### src/spectrum_bar_smooth_peak_hold_defines.svh
// assertion macros for the spectrum bar smoothing and peak hold block
// used by the top level; expects clk and rst_n in the including scope
`ifndef SPECTRUM_BAR_SMOOTH_PEAK_HOLD_DEFINES_SVH
`define SPECTRUM_BAR_SMOOTH_PEAK_HOLD_DEFINES_SVH
`ifndef SYNTHESIS
`define SBSPH_ASSERT_IMPL(lbl, ante, cons) \
    lbl: assert property (@(posedge clk) disable iff (!rst_n) (ante) |-> (cons)) \
        else $error("sbsph assertion failed");
`define SBSPH_ASSERT_NEXT(lbl, ante, cons) \
    lbl: assert property (@(posedge clk) disable iff (!rst_n) (ante) |=> (cons)) \
        else $error("sbsph assertion failed");
`else
`define SBSPH_ASSERT_IMPL(lbl, ante, cons)
`define SBSPH_ASSERT_NEXT(lbl, ante, cons)
`endif
`endif

### src/sbsph_pkg.sv
// shared widths, defaults and register codes for the spectrum bar block
// no dependencies
`timescale 1ns / 1ps
`default_nettype none

package sbsph_pkg;

    localparam int BANDS_DEF      = 32;
    localparam int MAX_HEIGHT_DEF = 56;

    localparam int BAND_W  = 5;
    localparam int LEVEL_W = 8;
    localparam int MS_W    = 7;
    localparam int PX_W    = 6;
    localparam int LOW_W   = 5;
    localparam int MID_W   = 5;
    localparam int TOP_W   = 4;
    localparam int HGT_W   = 16;
    localparam int SPEED_W = 16;

    localparam int CFG_IDX_W  = 8;
    localparam int CFG_DATA_W = 9;
    localparam int SMOOTH_W   = 9;
    localparam int GRAV_W     = 8;

    typedef enum logic [CFG_IDX_W-1:0] {
        REG_SMOOTHING = 8'd0,
        REG_GRAVITY   = 8'd1
    } cfg_reg_t;

    localparam logic [SMOOTH_W-1:0] SMOOTH_RESET = 9'd90;
    localparam logic [SMOOTH_W-1:0] SMOOTH_ONE   = 9'd256;
    localparam logic [GRAV_W-1:0]   GRAV_RESET   = 8'd60;
    localparam logic [MS_W-1:0]     FRAME_MS_MAX = 7'd100;
    localparam logic [PX_W-1:0]     LOW_ZONE     = 6'd28;
    localparam logic [PX_W-1:0]     MID_ZONE     = 6'd45;
    localparam logic [HGT_W-1:0]    ONE_PX       = 16'd1024;

endpackage

`default_nettype wire

### src/sbsph_if.sv
// item, result and configuration channels of the spectrum bar block
// depends on sbsph_pkg
`timescale 1ns / 1ps
`default_nettype none

interface sbsph_item_if;
    import sbsph_pkg::*;
    logic                 valid;
    logic                 ready;
    logic [BAND_W-1:0]    band;
    logic [LEVEL_W-1:0]   level;
    logic                 stale;
    logic [MS_W-1:0]      frame_ms;

    modport source (output valid, band, level, stale, frame_ms, input ready);
    modport sink   (input valid, band, level, stale, frame_ms, output ready);
endinterface

interface sbsph_result_if;
    import sbsph_pkg::*;
    logic               valid;
    logic               ready;
    logic [BAND_W-1:0]  band_out;
    logic [PX_W-1:0]    bar_px;
    logic [LOW_W-1:0]   low_len;
    logic [MID_W-1:0]   mid_len;
    logic [TOP_W-1:0]   top_len;
    logic [PX_W-1:0]    peak_px;
    logic               peak_shown;

    modport source (output valid, band_out, bar_px, low_len, mid_len, top_len, peak_px,
                    peak_shown, input ready);
    modport sink   (input valid, band_out, bar_px, low_len, mid_len, top_len, peak_px,
                    peak_shown, output ready);
endinterface

interface sbsph_cfg_if;
    import sbsph_pkg::*;
    logic                   valid;
    logic                   ready;
    logic [CFG_IDX_W-1:0]   index;
    logic [CFG_DATA_W-1:0]  data;

    modport source (output valid, index, data, input ready);
    modport sink   (input valid, index, data, output ready);
endinterface

`default_nettype wire

### src/sbsph_ram.sv
// generic single write port, single read port ram with registered read
// no dependencies
`timescale 1ns / 1ps
`default_nettype none

module sbsph_ram #(
    parameter int WIDTH = 8,
    parameter int DEPTH = 32,
    localparam int ADDR_W = $clog2(DEPTH)
) (
    input  logic              clk,
    input  logic              wr_en,
    input  logic [ADDR_W-1:0] wr_addr,
    input  logic [WIDTH-1:0]  wr_data,
    input  logic              rd_en,
    input  logic [ADDR_W-1:0] rd_addr,
    output logic [WIDTH-1:0]  rd_data
);

    logic [WIDTH-1:0] mem [DEPTH];

    always_ff @(posedge clk)
    begin
        if (wr_en)
        begin
            mem[wr_addr] <= wr_data;
        end
        if (rd_en)
        begin
            rd_data <= mem[rd_addr];
        end
    end

endmodule

`default_nettype wire

### src/spectrum_bar_smooth_peak_hold.sv
// top level of the spectrum bar smoothing and peak hold block
// depends on sbsph_pkg, sbsph_if, sbsph_ram and the defines header
// an accepted item passes the stage registers and the output register before result valid
// throughput: one item per cycle; an item whose band matches one of the five in the
// pipeline waits until that entry is written back to the state ram
// a held result stalls the whole pipeline
// reset: registers return to 90 and 60, band state reads as zero via per-band flags
`timescale 1ns / 1ps
`default_nettype none
`include "spectrum_bar_smooth_peak_hold_defines.svh"

module spectrum_bar_smooth_peak_hold #(
    parameter int BANDS         = sbsph_pkg::BANDS_DEF,
    parameter int MAX_HEIGHT_PX = sbsph_pkg::MAX_HEIGHT_DEF
) (
    input  logic              clk,
    input  logic              rst_n,
    sbsph_cfg_if.sink         cfg,
    sbsph_item_if.sink        item,
    sbsph_result_if.source    result
);
    import sbsph_pkg::*;

    localparam int IDX_W   = $clog2(BANDS);
    localparam int ENTRY_W = 2 * HGT_W + SPEED_W;
    localparam int DIV_N   = 24;
    localparam int DIV_SH  = 32;
    localparam logic [24:0] DIV250_M  = 25'd17179870;
    localparam logic [DIV_N-1:0] RND_250 = 24'd125;

    typedef logic [IDX_W-1:0] idx_t;
    typedef idx_t idx_tab_t [2**BAND_W];
    typedef logic [HGT_W-1:0] tgt_tab_t [2**LEVEL_W];

    typedef struct packed {
        logic [HGT_W-1:0]   bar;
        logic [HGT_W-1:0]   peak;
        logic [SPEED_W-1:0] speed;
    } entry_t;

    typedef struct packed {
        logic [BAND_W-1:0] band;
        idx_t              idx;
        logic [MS_W-1:0]   ms;
        logic [HGT_W-1:0]  target;
        logic [14:0]       gm;
        logic              hit;
    } s1_t;

    typedef struct packed {
        logic [BAND_W-1:0] band;
        idx_t              idx;
        logic [MS_W-1:0]   ms;
        entry_t            ent;
        logic              up;
        logic [HGT_W-1:0]  step;
        logic [12:0]       inc;
    } s2_t;

    typedef struct packed {
        logic [BAND_W-1:0] band;
        idx_t              idx;
        logic [MS_W-1:0]   ms;
        entry_t            ent;
        logic              follow;
    } s3_t;

    typedef struct packed {
        logic [BAND_W-1:0] band;
        idx_t              idx;
        entry_t            ent;
        logic              follow;
        logic [22:0]       y;
    } s4_t;

    typedef struct packed {
        logic [BAND_W-1:0] band;
        idx_t              idx;
        entry_t            ent;
        logic              follow;
        logic [15:0]       drop;
    } s5_t;

    typedef struct packed {
        logic [BAND_W-1:0] band_out;
        logic [PX_W-1:0]   bar_px;
        logic [LOW_W-1:0]  low_len;
        logic [MID_W-1:0]  mid_len;
        logic [TOP_W-1:0]  top_len;
        logic [PX_W-1:0]   peak_px;
        logic              peak_shown;
    } res_t;

    function automatic idx_tab_t build_idx_tab();
        idx_tab_t t;
        for (int i = 0; i < 2**BAND_W; i++)
        begin
            t[i] = IDX_W'(i % BANDS);
        end
        return t;
    endfunction

    function automatic tgt_tab_t build_tgt_tab();
        tgt_tab_t t;
        longint   v;
        for (int i = 0; i < 2**LEVEL_W; i++)
        begin
            v = (longint'(i) * MAX_HEIGHT_PX * 1024 + 127) / 255;
            t[i] = (v > 65535) ? 16'hFFFF : 16'(v);
        end
        return t;
    endfunction

    // exact floor(n / 250) by reciprocal multiply for any n below 16384000, where the quotient fits 16 bits
    function automatic logic [15:0] div250(input logic [DIV_N-1:0] n);
        logic [48:0] p;
        p = 49'(n) * 49'(DIV250_M);
        return p[DIV_SH+15:DIV_SH];
    endfunction

    localparam idx_tab_t IDX_TAB = build_idx_tab();
    localparam tgt_tab_t TGT_TAB = build_tgt_tab();

    logic [SMOOTH_W-1:0] smooth_reg;
    logic [GRAV_W-1:0]   grav_reg;
    logic [BANDS-1:0]    valid_bits_reg;

    logic v1_reg, v2_reg, v3_reg, v4_reg, v5_reg, out_vld_reg;
    s1_t  s1_reg;
    s2_t  s2_reg;
    s3_t  s3_reg;
    s4_t  s4_reg;
    s5_t  s5_reg;
    res_t out_reg;

    logic                adv;
    logic                hazard;
    logic                accept;
    idx_t                idx_in;
    logic [MS_W-1:0]     ms_sat;
    logic [SMOOTH_W-1:0] smooth_eff;

    logic [ENTRY_W-1:0]  ram_rdata;
    logic                ram_we;
    entry_t              wr_ent;

    entry_t              rd_ent;
    logic                st1_up;
    logic [HGT_W-1:0]    st1_diff;
    logic [24:0]         st1_prod;
    logic [15:0]         st1_q;

    logic [HGT_W-1:0]    st2_bar;
    logic [16:0]         st2_sum;
    logic [SPEED_W-1:0]  st2_speed;

    logic [HGT_W-1:0]    st5_peak;
    logic [PX_W-1:0]     st5_h;
    logic [PX_W-1:0]     st5_mid;
    logic [PX_W-1:0]     st5_top;
    res_t                st5_res;

    logic                wb_clash;

    // configuration
    assign cfg.ready = 1'b1;

    always_ff @(posedge clk or negedge rst_n)
    begin
        if (!rst_n)
        begin
            smooth_reg <= SMOOTH_RESET;
            grav_reg   <= GRAV_RESET;
        end
        else if (cfg.valid)
        begin
            unique case (cfg.index)
                REG_SMOOTHING: smooth_reg <= cfg.data[SMOOTH_W-1:0];
                REG_GRAVITY:   grav_reg   <= cfg.data[GRAV_W-1:0];
                default:       ;
            endcase
        end
    end

    assign smooth_eff = (smooth_reg > SMOOTH_ONE) ? SMOOTH_ONE : smooth_reg;

    // input side and interlock
    assign adv    = !out_vld_reg || result.ready;
    assign idx_in = IDX_TAB[item.band];
    assign ms_sat = (item.frame_ms > FRAME_MS_MAX) ? FRAME_MS_MAX : item.frame_ms;
    assign hazard = (v1_reg && s1_reg.idx == idx_in) || (v2_reg && s2_reg.idx == idx_in)
                 || (v3_reg && s3_reg.idx == idx_in) || (v4_reg && s4_reg.idx == idx_in)
                 || (v5_reg && s5_reg.idx == idx_in);
    assign item.ready = adv && !hazard;
    assign accept     = item.valid && item.ready;

    sbsph_ram #(
        .WIDTH (ENTRY_W),
        .DEPTH (BANDS)
    ) u_state_ram (
        .clk     (clk),
        .wr_en   (ram_we),
        .wr_addr (s5_reg.idx),
        .wr_data (wr_ent),
        .rd_en   (accept),
        .rd_addr (idx_in),
        .rd_data (ram_rdata)
    );

    // stage 1: bar step product and speed increment
    always_comb
    begin
        rd_ent   = s1_reg.hit ? entry_t'(ram_rdata) : '0;
        st1_up   = s1_reg.target >= rd_ent.bar;
        st1_diff = st1_up ? (s1_reg.target - rd_ent.bar) : (rd_ent.bar - s1_reg.target);
        st1_prod = 25'(st1_diff) * 25'(smooth_eff);
        st1_q    = div250(24'({s1_reg.gm, 6'b0}) + RND_250);
    end

    // stage 2: new bar and accelerated speed
    always_comb
    begin
        st2_bar   = s2_reg.up ? (s2_reg.ent.bar + s2_reg.step)
                              : (s2_reg.ent.bar - s2_reg.step);
        st2_sum   = 17'(s2_reg.ent.speed) + 17'(s2_reg.inc);
        st2_speed = st2_sum[16] ? 16'hFFFF : st2_sum[15:0];
    end

    // stage 5: peak update, write back and zone split
    always_comb
    begin
        if (s5_reg.follow)
        begin
            st5_peak = s5_reg.ent.bar;
        end
        else if (s5_reg.drop >= s5_reg.ent.peak)
        begin
            st5_peak = '0;
        end
        else
        begin
            st5_peak = s5_reg.ent.peak - s5_reg.drop;
        end

        wr_ent.bar   = s5_reg.ent.bar;
        wr_ent.peak  = st5_peak;
        wr_ent.speed = s5_reg.follow ? '0 : s5_reg.ent.speed;

        st5_h   = s5_reg.ent.bar[HGT_W-1:HGT_W-PX_W];
        st5_mid = (st5_h > LOW_ZONE) ? (((st5_h < MID_ZONE) ? st5_h : MID_ZONE) - LOW_ZONE)
                                     : '0;
        st5_top = (st5_h > MID_ZONE) ? (st5_h - MID_ZONE) : '0;

        st5_res.band_out   = s5_reg.band;
        st5_res.bar_px     = st5_h;
        st5_res.low_len    = (st5_h < LOW_ZONE) ? st5_h[LOW_W-1:0] : LOW_ZONE[LOW_W-1:0];
        st5_res.mid_len    = st5_mid[MID_W-1:0];
        st5_res.top_len    = st5_top[TOP_W-1:0];
        st5_res.peak_px    = st5_peak[HGT_W-1:HGT_W-PX_W];
        st5_res.peak_shown = st5_peak > ONE_PX;
    end

    assign ram_we = v5_reg && adv;

    // pipeline control
    always_ff @(posedge clk or negedge rst_n)
    begin
        if (!rst_n)
        begin
            v1_reg         <= 1'b0;
            v2_reg         <= 1'b0;
            v3_reg         <= 1'b0;
            v4_reg         <= 1'b0;
            v5_reg         <= 1'b0;
            out_vld_reg    <= 1'b0;
            valid_bits_reg <= '0;
        end
        else
        begin
            if (adv)
            begin
                v1_reg      <= accept;
                v2_reg      <= v1_reg;
                v3_reg      <= v2_reg;
                v4_reg      <= v3_reg;
                v5_reg      <= v4_reg;
                out_vld_reg <= v5_reg;
            end
            if (ram_we)
            begin
                valid_bits_reg[s5_reg.idx] <= 1'b1;
            end
        end
    end

    // pipeline payload
    always_ff @(posedge clk)
    begin
        if (adv)
        begin
            s1_reg.band   <= item.band;
            s1_reg.idx    <= idx_in;
            s1_reg.ms     <= ms_sat;
            s1_reg.target <= item.stale ? '0 : TGT_TAB[item.level];
            s1_reg.gm     <= 15'(grav_reg) * 15'(ms_sat);
            s1_reg.hit    <= valid_bits_reg[idx_in];

            s2_reg.band <= s1_reg.band;
            s2_reg.idx  <= s1_reg.idx;
            s2_reg.ms   <= s1_reg.ms;
            s2_reg.ent  <= rd_ent;
            s2_reg.up   <= st1_up;
            s2_reg.step <= st1_prod[HGT_W+7:8];
            s2_reg.inc  <= st1_q[12:0];

            s3_reg.band       <= s2_reg.band;
            s3_reg.idx        <= s2_reg.idx;
            s3_reg.ms         <= s2_reg.ms;
            s3_reg.ent.bar    <= st2_bar;
            s3_reg.ent.peak   <= s2_reg.ent.peak;
            s3_reg.ent.speed  <= st2_speed;
            s3_reg.follow     <= st2_bar >= s2_reg.ent.peak;

            s4_reg.band   <= s3_reg.band;
            s4_reg.idx    <= s3_reg.idx;
            s4_reg.ent    <= s3_reg.ent;
            s4_reg.follow <= s3_reg.follow;
            s4_reg.y      <= 23'(s3_reg.ent.speed) * 23'(s3_reg.ms);

            s5_reg.band   <= s4_reg.band;
            s5_reg.idx    <= s4_reg.idx;
            s5_reg.ent    <= s4_reg.ent;
            s5_reg.follow <= s4_reg.follow;
            s5_reg.drop   <= div250(24'(s4_reg.y) + RND_250);

            out_reg <= st5_res;
        end
    end

    assign result.valid      = out_vld_reg;
    assign result.band_out   = out_reg.band_out;
    assign result.bar_px     = out_reg.bar_px;
    assign result.low_len    = out_reg.low_len;
    assign result.mid_len    = out_reg.mid_len;
    assign result.top_len    = out_reg.top_len;
    assign result.peak_px    = out_reg.peak_px;
    assign result.peak_shown = out_reg.peak_shown;

    // no two items of one band in flight at write back
    assign wb_clash = (v1_reg && s1_reg.idx == s5_reg.idx) || (v2_reg && s2_reg.idx == s5_reg.idx)
                   || (v3_reg && s3_reg.idx == s5_reg.idx) || (v4_reg && s4_reg.idx == s5_reg.idx);

    `SBSPH_ASSERT_IMPL(a_single_band_in_flight, v5_reg, !wb_clash)
    `SBSPH_ASSERT_NEXT(a_written_band_flagged, ram_we, valid_bits_reg[$past(s5_reg.idx)])
    `SBSPH_ASSERT_IMPL(a_result_from_last_stage, $rose(result.valid), $past(v5_reg && adv))

endmodule

`default_nettype wire

### src/flat_wrapper.sv
// flat-port wrapper written by rule: the top's interface ports become plain ports
module spectrum_bar_smooth_peak_hold_flat import sbsph_pkg::*;
#(
    parameter int BANDS         = sbsph_pkg::BANDS_DEF,
    parameter int MAX_HEIGHT_PX = sbsph_pkg::MAX_HEIGHT_DEF
)
  (clk, rst_n, cfg_valid, cfg_index, cfg_data, cfg_ready, item_valid, item_band, item_level, item_stale, item_frame_ms, item_ready, result_valid, result_band_out, result_bar_px, result_low_len, result_mid_len, result_top_len, result_peak_px, result_peak_shown, result_ready);
  sbsph_cfg_if cfg_i ();
  sbsph_item_if item_i ();
  sbsph_result_if result_i ();
  input  logic clk;
  input  logic rst_n;
  input wire logic [$bits(cfg_i.valid)-1:0] cfg_valid;
  input wire logic [$bits(cfg_i.index)-1:0] cfg_index;
  input wire logic [$bits(cfg_i.data)-1:0] cfg_data;
  output wire logic [$bits(cfg_i.ready)-1:0] cfg_ready;
  input wire logic [$bits(item_i.valid)-1:0] item_valid;
  input wire logic [$bits(item_i.band)-1:0] item_band;
  input wire logic [$bits(item_i.level)-1:0] item_level;
  input wire logic [$bits(item_i.stale)-1:0] item_stale;
  input wire logic [$bits(item_i.frame_ms)-1:0] item_frame_ms;
  output wire logic [$bits(item_i.ready)-1:0] item_ready;
  output wire logic [$bits(result_i.valid)-1:0] result_valid;
  output wire logic [$bits(result_i.band_out)-1:0] result_band_out;
  output wire logic [$bits(result_i.bar_px)-1:0] result_bar_px;
  output wire logic [$bits(result_i.low_len)-1:0] result_low_len;
  output wire logic [$bits(result_i.mid_len)-1:0] result_mid_len;
  output wire logic [$bits(result_i.top_len)-1:0] result_top_len;
  output wire logic [$bits(result_i.peak_px)-1:0] result_peak_px;
  output wire logic [$bits(result_i.peak_shown)-1:0] result_peak_shown;
  input wire logic [$bits(result_i.ready)-1:0] result_ready;
  assign cfg_i.valid = cfg_valid;
  assign cfg_i.index = cfg_index;
  assign cfg_i.data = cfg_data;
  assign cfg_ready = cfg_i.ready;
  assign item_i.valid = item_valid;
  assign item_i.band = item_band;
  assign item_i.level = item_level;
  assign item_i.stale = item_stale;
  assign item_i.frame_ms = item_frame_ms;
  assign item_ready = item_i.ready;
  assign result_valid = result_i.valid;
  assign result_band_out = result_i.band_out;
  assign result_bar_px = result_i.bar_px;
  assign result_low_len = result_i.low_len;
  assign result_mid_len = result_i.mid_len;
  assign result_top_len = result_i.top_len;
  assign result_peak_px = result_i.peak_px;
  assign result_peak_shown = result_i.peak_shown;
  assign result_i.ready = result_ready;
  spectrum_bar_smooth_peak_hold #(.BANDS(BANDS), .MAX_HEIGHT_PX(MAX_HEIGHT_PX)) u_core (.clk(clk), .rst_n(rst_n), .cfg(cfg_i), .item(item_i), .result(result_i));
endmodule
### config.mk
export PLATFORM = sky130hd
export DESIGN_NAME = spectrum_bar_smooth_peak_hold_flat
export DESIGN_NICKNAME = d
export VERILOG_FILES = /design/src/sbsph_pkg.sv /design/src/sbsph_if.sv /design/src/sbsph_ram.sv /design/src/spectrum_bar_smooth_peak_hold.sv /design/src/flat_wrapper.sv
export VERILOG_INCLUDE_DIRS = /design/src /design/src/src
export SDC_FILE = /design/constraint.sdc
export NUM_CORES = 2
export LEC_CHECK = 0
export BUFFER_PORTS_ARGS = -buffer_cell sky130_fd_sc_hd__buf_2
export CAP_MARGIN = 20
export CORE_MARGIN = 5
export CORE_UTILIZATION = 35
export CTS_CLUSTER_DIAMETER = 200
export CTS_CLUSTER_SIZE = 16
export DETAILED_ROUTE_END_ITERATION = 10
export GPL_TIMING_DRIVEN = 0
export HOLD_SLACK_MARGIN = 0.03
export PLACE_DENSITY = 0.58
export SKIP_CTS_REPAIR_TIMING = 1
export SLEW_MARGIN = 20
export SYNTH_ARGS = -nofsm -noshare
export SYNTH_HDL_FRONTEND = slang
export SYNTH_HIERARCHICAL = 1
export SYNTH_SLANG_ARGS = --single-unit
### constraint.sdc
create_clock -name clk -period 23.7 [get_ports clk]
set_input_delay 2.37 -clock clk [delete_from_list [all_inputs] [get_ports clk]]
set_output_delay 2.37 -clock clk [all_outputs]
set_load 0.02 [all_outputs]
==> parameters.txt <==
Parameter                              Value

Floorplanning
  Core region area    306000 µm²
  Die boundary width    between 500 and 600 µm
  DIE AREA    318000 µm²
  Starting Density    35.2%
  Die Height    roughly 560 µm
  Num rows    203
  Boundary Pins    78

Synth
  Fraction of registers with async set or reset after synthesis    2.73%
  Mean cell area of the mapped netlist    about 14 µm²
  Cell area after technology mapping    between 100000 and 150000 µm²
  Post-synthesis cell type with the largest combined area    edfxtp_1
  Net count of the mapped netlist    about 9000
  Most numerous cell types in the synthesized netlist    edfxtp_1 (1958), inv_1 (880), mux2i_1 (780)
  Area share of the largest cell type after synthesis    a little over half
  Netlist cell types    88
  Flip-flop and latch count after synthesis    about 2000
  Top_reg_cell synth    edfxtp_1
  Cell count after synthesis    7912
  Number of enable-type register cells in the synthesized netlist    a little under 2000
  Share of synthesized area occupied by flip-flops and latches    between 50% and 60%
  Count of yosys warnings during synthesis    6
  Synth area leaders    edfxtp_1 (55%), fa_1 (9.0%), ha_1 (7.9%)
  Most common cell in the synthesized netlist    edfxtp_1

Worst setup path
  R2R depth    35
  Cell at the slowest stage of the critical path    nor3_1
  Worst reg2reg endpoint    u_core/s2_reg[28]
  Critical path buffer and inverter count    9
  Maximum fanout count along the critical path    10
  Worst endpoint data arrival time    around 11 ns
  Type of destination of the critical path    register
  Critical Path RT    24.21 ns
  Category of cells accounting for the largest share of critical-path delay    adder cells
  Worst setup path class    reg -> reg
  Crit path largest cell delay    roughly 0.93 ns
  Critical path startpoint category    register
  Reg2Reg Setup Slack    roughly 14 ns
  Depth of the critical timing path with buffers and inverters included    35
  Worst R2R Start    u_core/s1_reg[0]

Timing
  RSZ-0062 raised after global routing    false
  Final Max Slew Viols    0
  Final critical delay including setup and external delays    roughly 10 ns
  Fmax    ~0.1 GHz
  Endpoints failing setup    0
  Slew headroom    20.6%
  Worst setup skew after layout    around 0.085 ns
  Total count of hold-check failures in the final report    0
  Slack of the critical path    13.52 ns
  Min Hold Slack    about 0.38 ns
  Tcrit/Tclk final    a little over two fifths
  Worst Max-Slew Pin Slew    approximately 1.2 ns

CTS
  Clock tree from TritonCTS    done
  Clock transition at path regs    ~0.08 ns
  H-tree lvl count    4
  Cell at the root of the clock tree    clkbuf_16
  Number of sinks handled by clock tree synthesis    ~2000
  TritonCTS Buffers    151
  Bufs on Longest Clock Path    4
  Clock latency on the worst-skew pair    ~0.84 ns

Layout
  Share of post-route cells with drive strength above 1    8.03%
  Number of flip-flops in the largest register    approximately 1500
  Synth-to-Final Area Change    11.6%
  Final Cell Area    between 100000 and 150000 µm²
  Number of nets in the layout    roughly 9500

Hold path
  Worst min-delay path endpoint    u_core/s4_reg[61]
  Hold_sp    u_core/s3_reg[38]
  Hold Path Stages    0
  HP Class    reg -> reg

Global routing
  Pin count of the biggest net entering global routing    57
  Total Routing Usage GR    between 10% and 20%
  Via count of the first global-routing pass    65940
  Antenna violations before repair    7
  Wire length of the first global-routing pass    430000 µm
  Residual overflow from global routing    0

Placement
  Post-Place Worst Slack    13.43 ns
  Placer Congestion    0.882
  HPWL after DPL    214000 µm
  Instance area after placement    about 120000 µm²
  I/O Buffers    73

Detailed routing
  Via density per instance    between 5 and 6
  Highest metal layer used by the detailed router    met4
  Met2 Routed Length    approximately 140000 µm
  Number of iterations in the first detailed-routing pass    6
  First-iteration detailed-routing DRC count    a little under 6000
  Met3 routed WL    17900 µm
  Routed length on met1    between 100000 and 150000 µm
  Via count    64510
  Routed WL    289000 µm
  Residual DRC count    0
  DRT antenna net count    0
  Routed wire per std cell    around 23 µm

Outcome
  Run status    finished clean

Flow run
  Maximum capacitance violations    0
-- routing by layer --
metal  global-route usage (%)  vias up
met5                        0        -
met3                     2.44      354
li1                         -    29078
met2                     29.6     1980
met1                     25.1    33098
met4                     3.60        0
-- kinds of logic after synthesis --
| group | Yosys count | share of synthesized area [%] |
|---|---|---|
| AND/OR/NAND/NOR | 1392 | 6.07 |
| XOR/XNOR | 213 | 1.75 |
| flip-flops | 2013 | 56.0 |
| other | 1 | 0.00349 |
| multiplexers | 815 | 7.74 |
| AO/OA/AOI/OAI | 1116 | 6.89 |
| buffers and inverters | 1202 | 4.72 |
| adder cells (fa/ha/maj) | 1160 | 16.9 |
-- placed cells by master, fill, tap and decap left out, types with 98 or more instances in the layout --
| cell type | instances |
|---|---|
| nor3_1 | 98 |
| inv_1 | 880 |
| nand2_1 | 490 |
| a22oi_1 | 149 |
| a21oi_1 | 317 |
| and2_1 | 124 |
| mux2i_1 | 780 |
| nand3_1 | 206 |
| a22o_1 | 98 |
| buf_2 | 121 |
| nor2_1 | 235 |
| fa_1 | 484 |
| xnor2_1 | 121 |
| edfxtp_1 | 1958 |
| clkbuf_16 | 154 |
| ha_1 | 676 |
| o21ai_0 | 150 |
| clkbuf_1 | 179 |
-- worst reg2reg max path: cells and delay by family (launching register included) --
kind                       cells  cell delay (ns)
buffers and inverters          9             1.87
and+or+nand+nor                9             2.04
AOI/OAI and AO/OA             10             2.40
adders and majority gates      6             2.58
xor gates and xnor gates       1             0.13
DFF                            1             0.81
-- area by class of cell --
| type | count | area (µm²) |
|---|---|---|
| Antenna cell | 6 | 15.0 |
| Timing Repair Buffer | 198 | 2740 |
| Buffer | 318 | 1760 |
| Multi-Input combinational cell | 4697 | 42900 |
| Fill cell | 28626 | 186000 |
| Sequential cell | 2013 | 60200 |
| Clock buffer | 176 | 3940 |
| Inverter | 884 | 3320 |
| Tap cell | 4100 | 5130 |
| Clock inverter | 5 | 47.5 |
-- worst max-delay path by stage --
stage                                start  slack [ns]                            end
final                     u_core/s1_reg[0]       13.52              u_core/s2_reg[28]
after global routing      u_core/s1_reg[0]       12.76              u_core/s2_reg[28]
after CTS                 u_core/s1_reg[0]       13.31              u_core/s2_reg[28]
after detailed placement  u_core/s1_reg[0]       13.43              u_core/s2_reg[28]
after global placement        result_ready       -0.64  u_core/u_state_ram/mem[4][10]
after floorplan               result_ready        6.74  u_core/u_state_ram/mem[28][0]
-- through the flow --
step	std cells	utilization [%]	setup TNS (ns)
final	12397	39.2	0
after global routing	12391	39.2	0
after CTS	12388	39.2	0
after detailed placement	12207	37.9	0
after global placement	12085	37.0	-153.33
after floorplan	7912	-	0
Power is left out: the tool's default activity adds up to more than one toggle a clock period on the data nets, which glitch-free logic cannot reach.
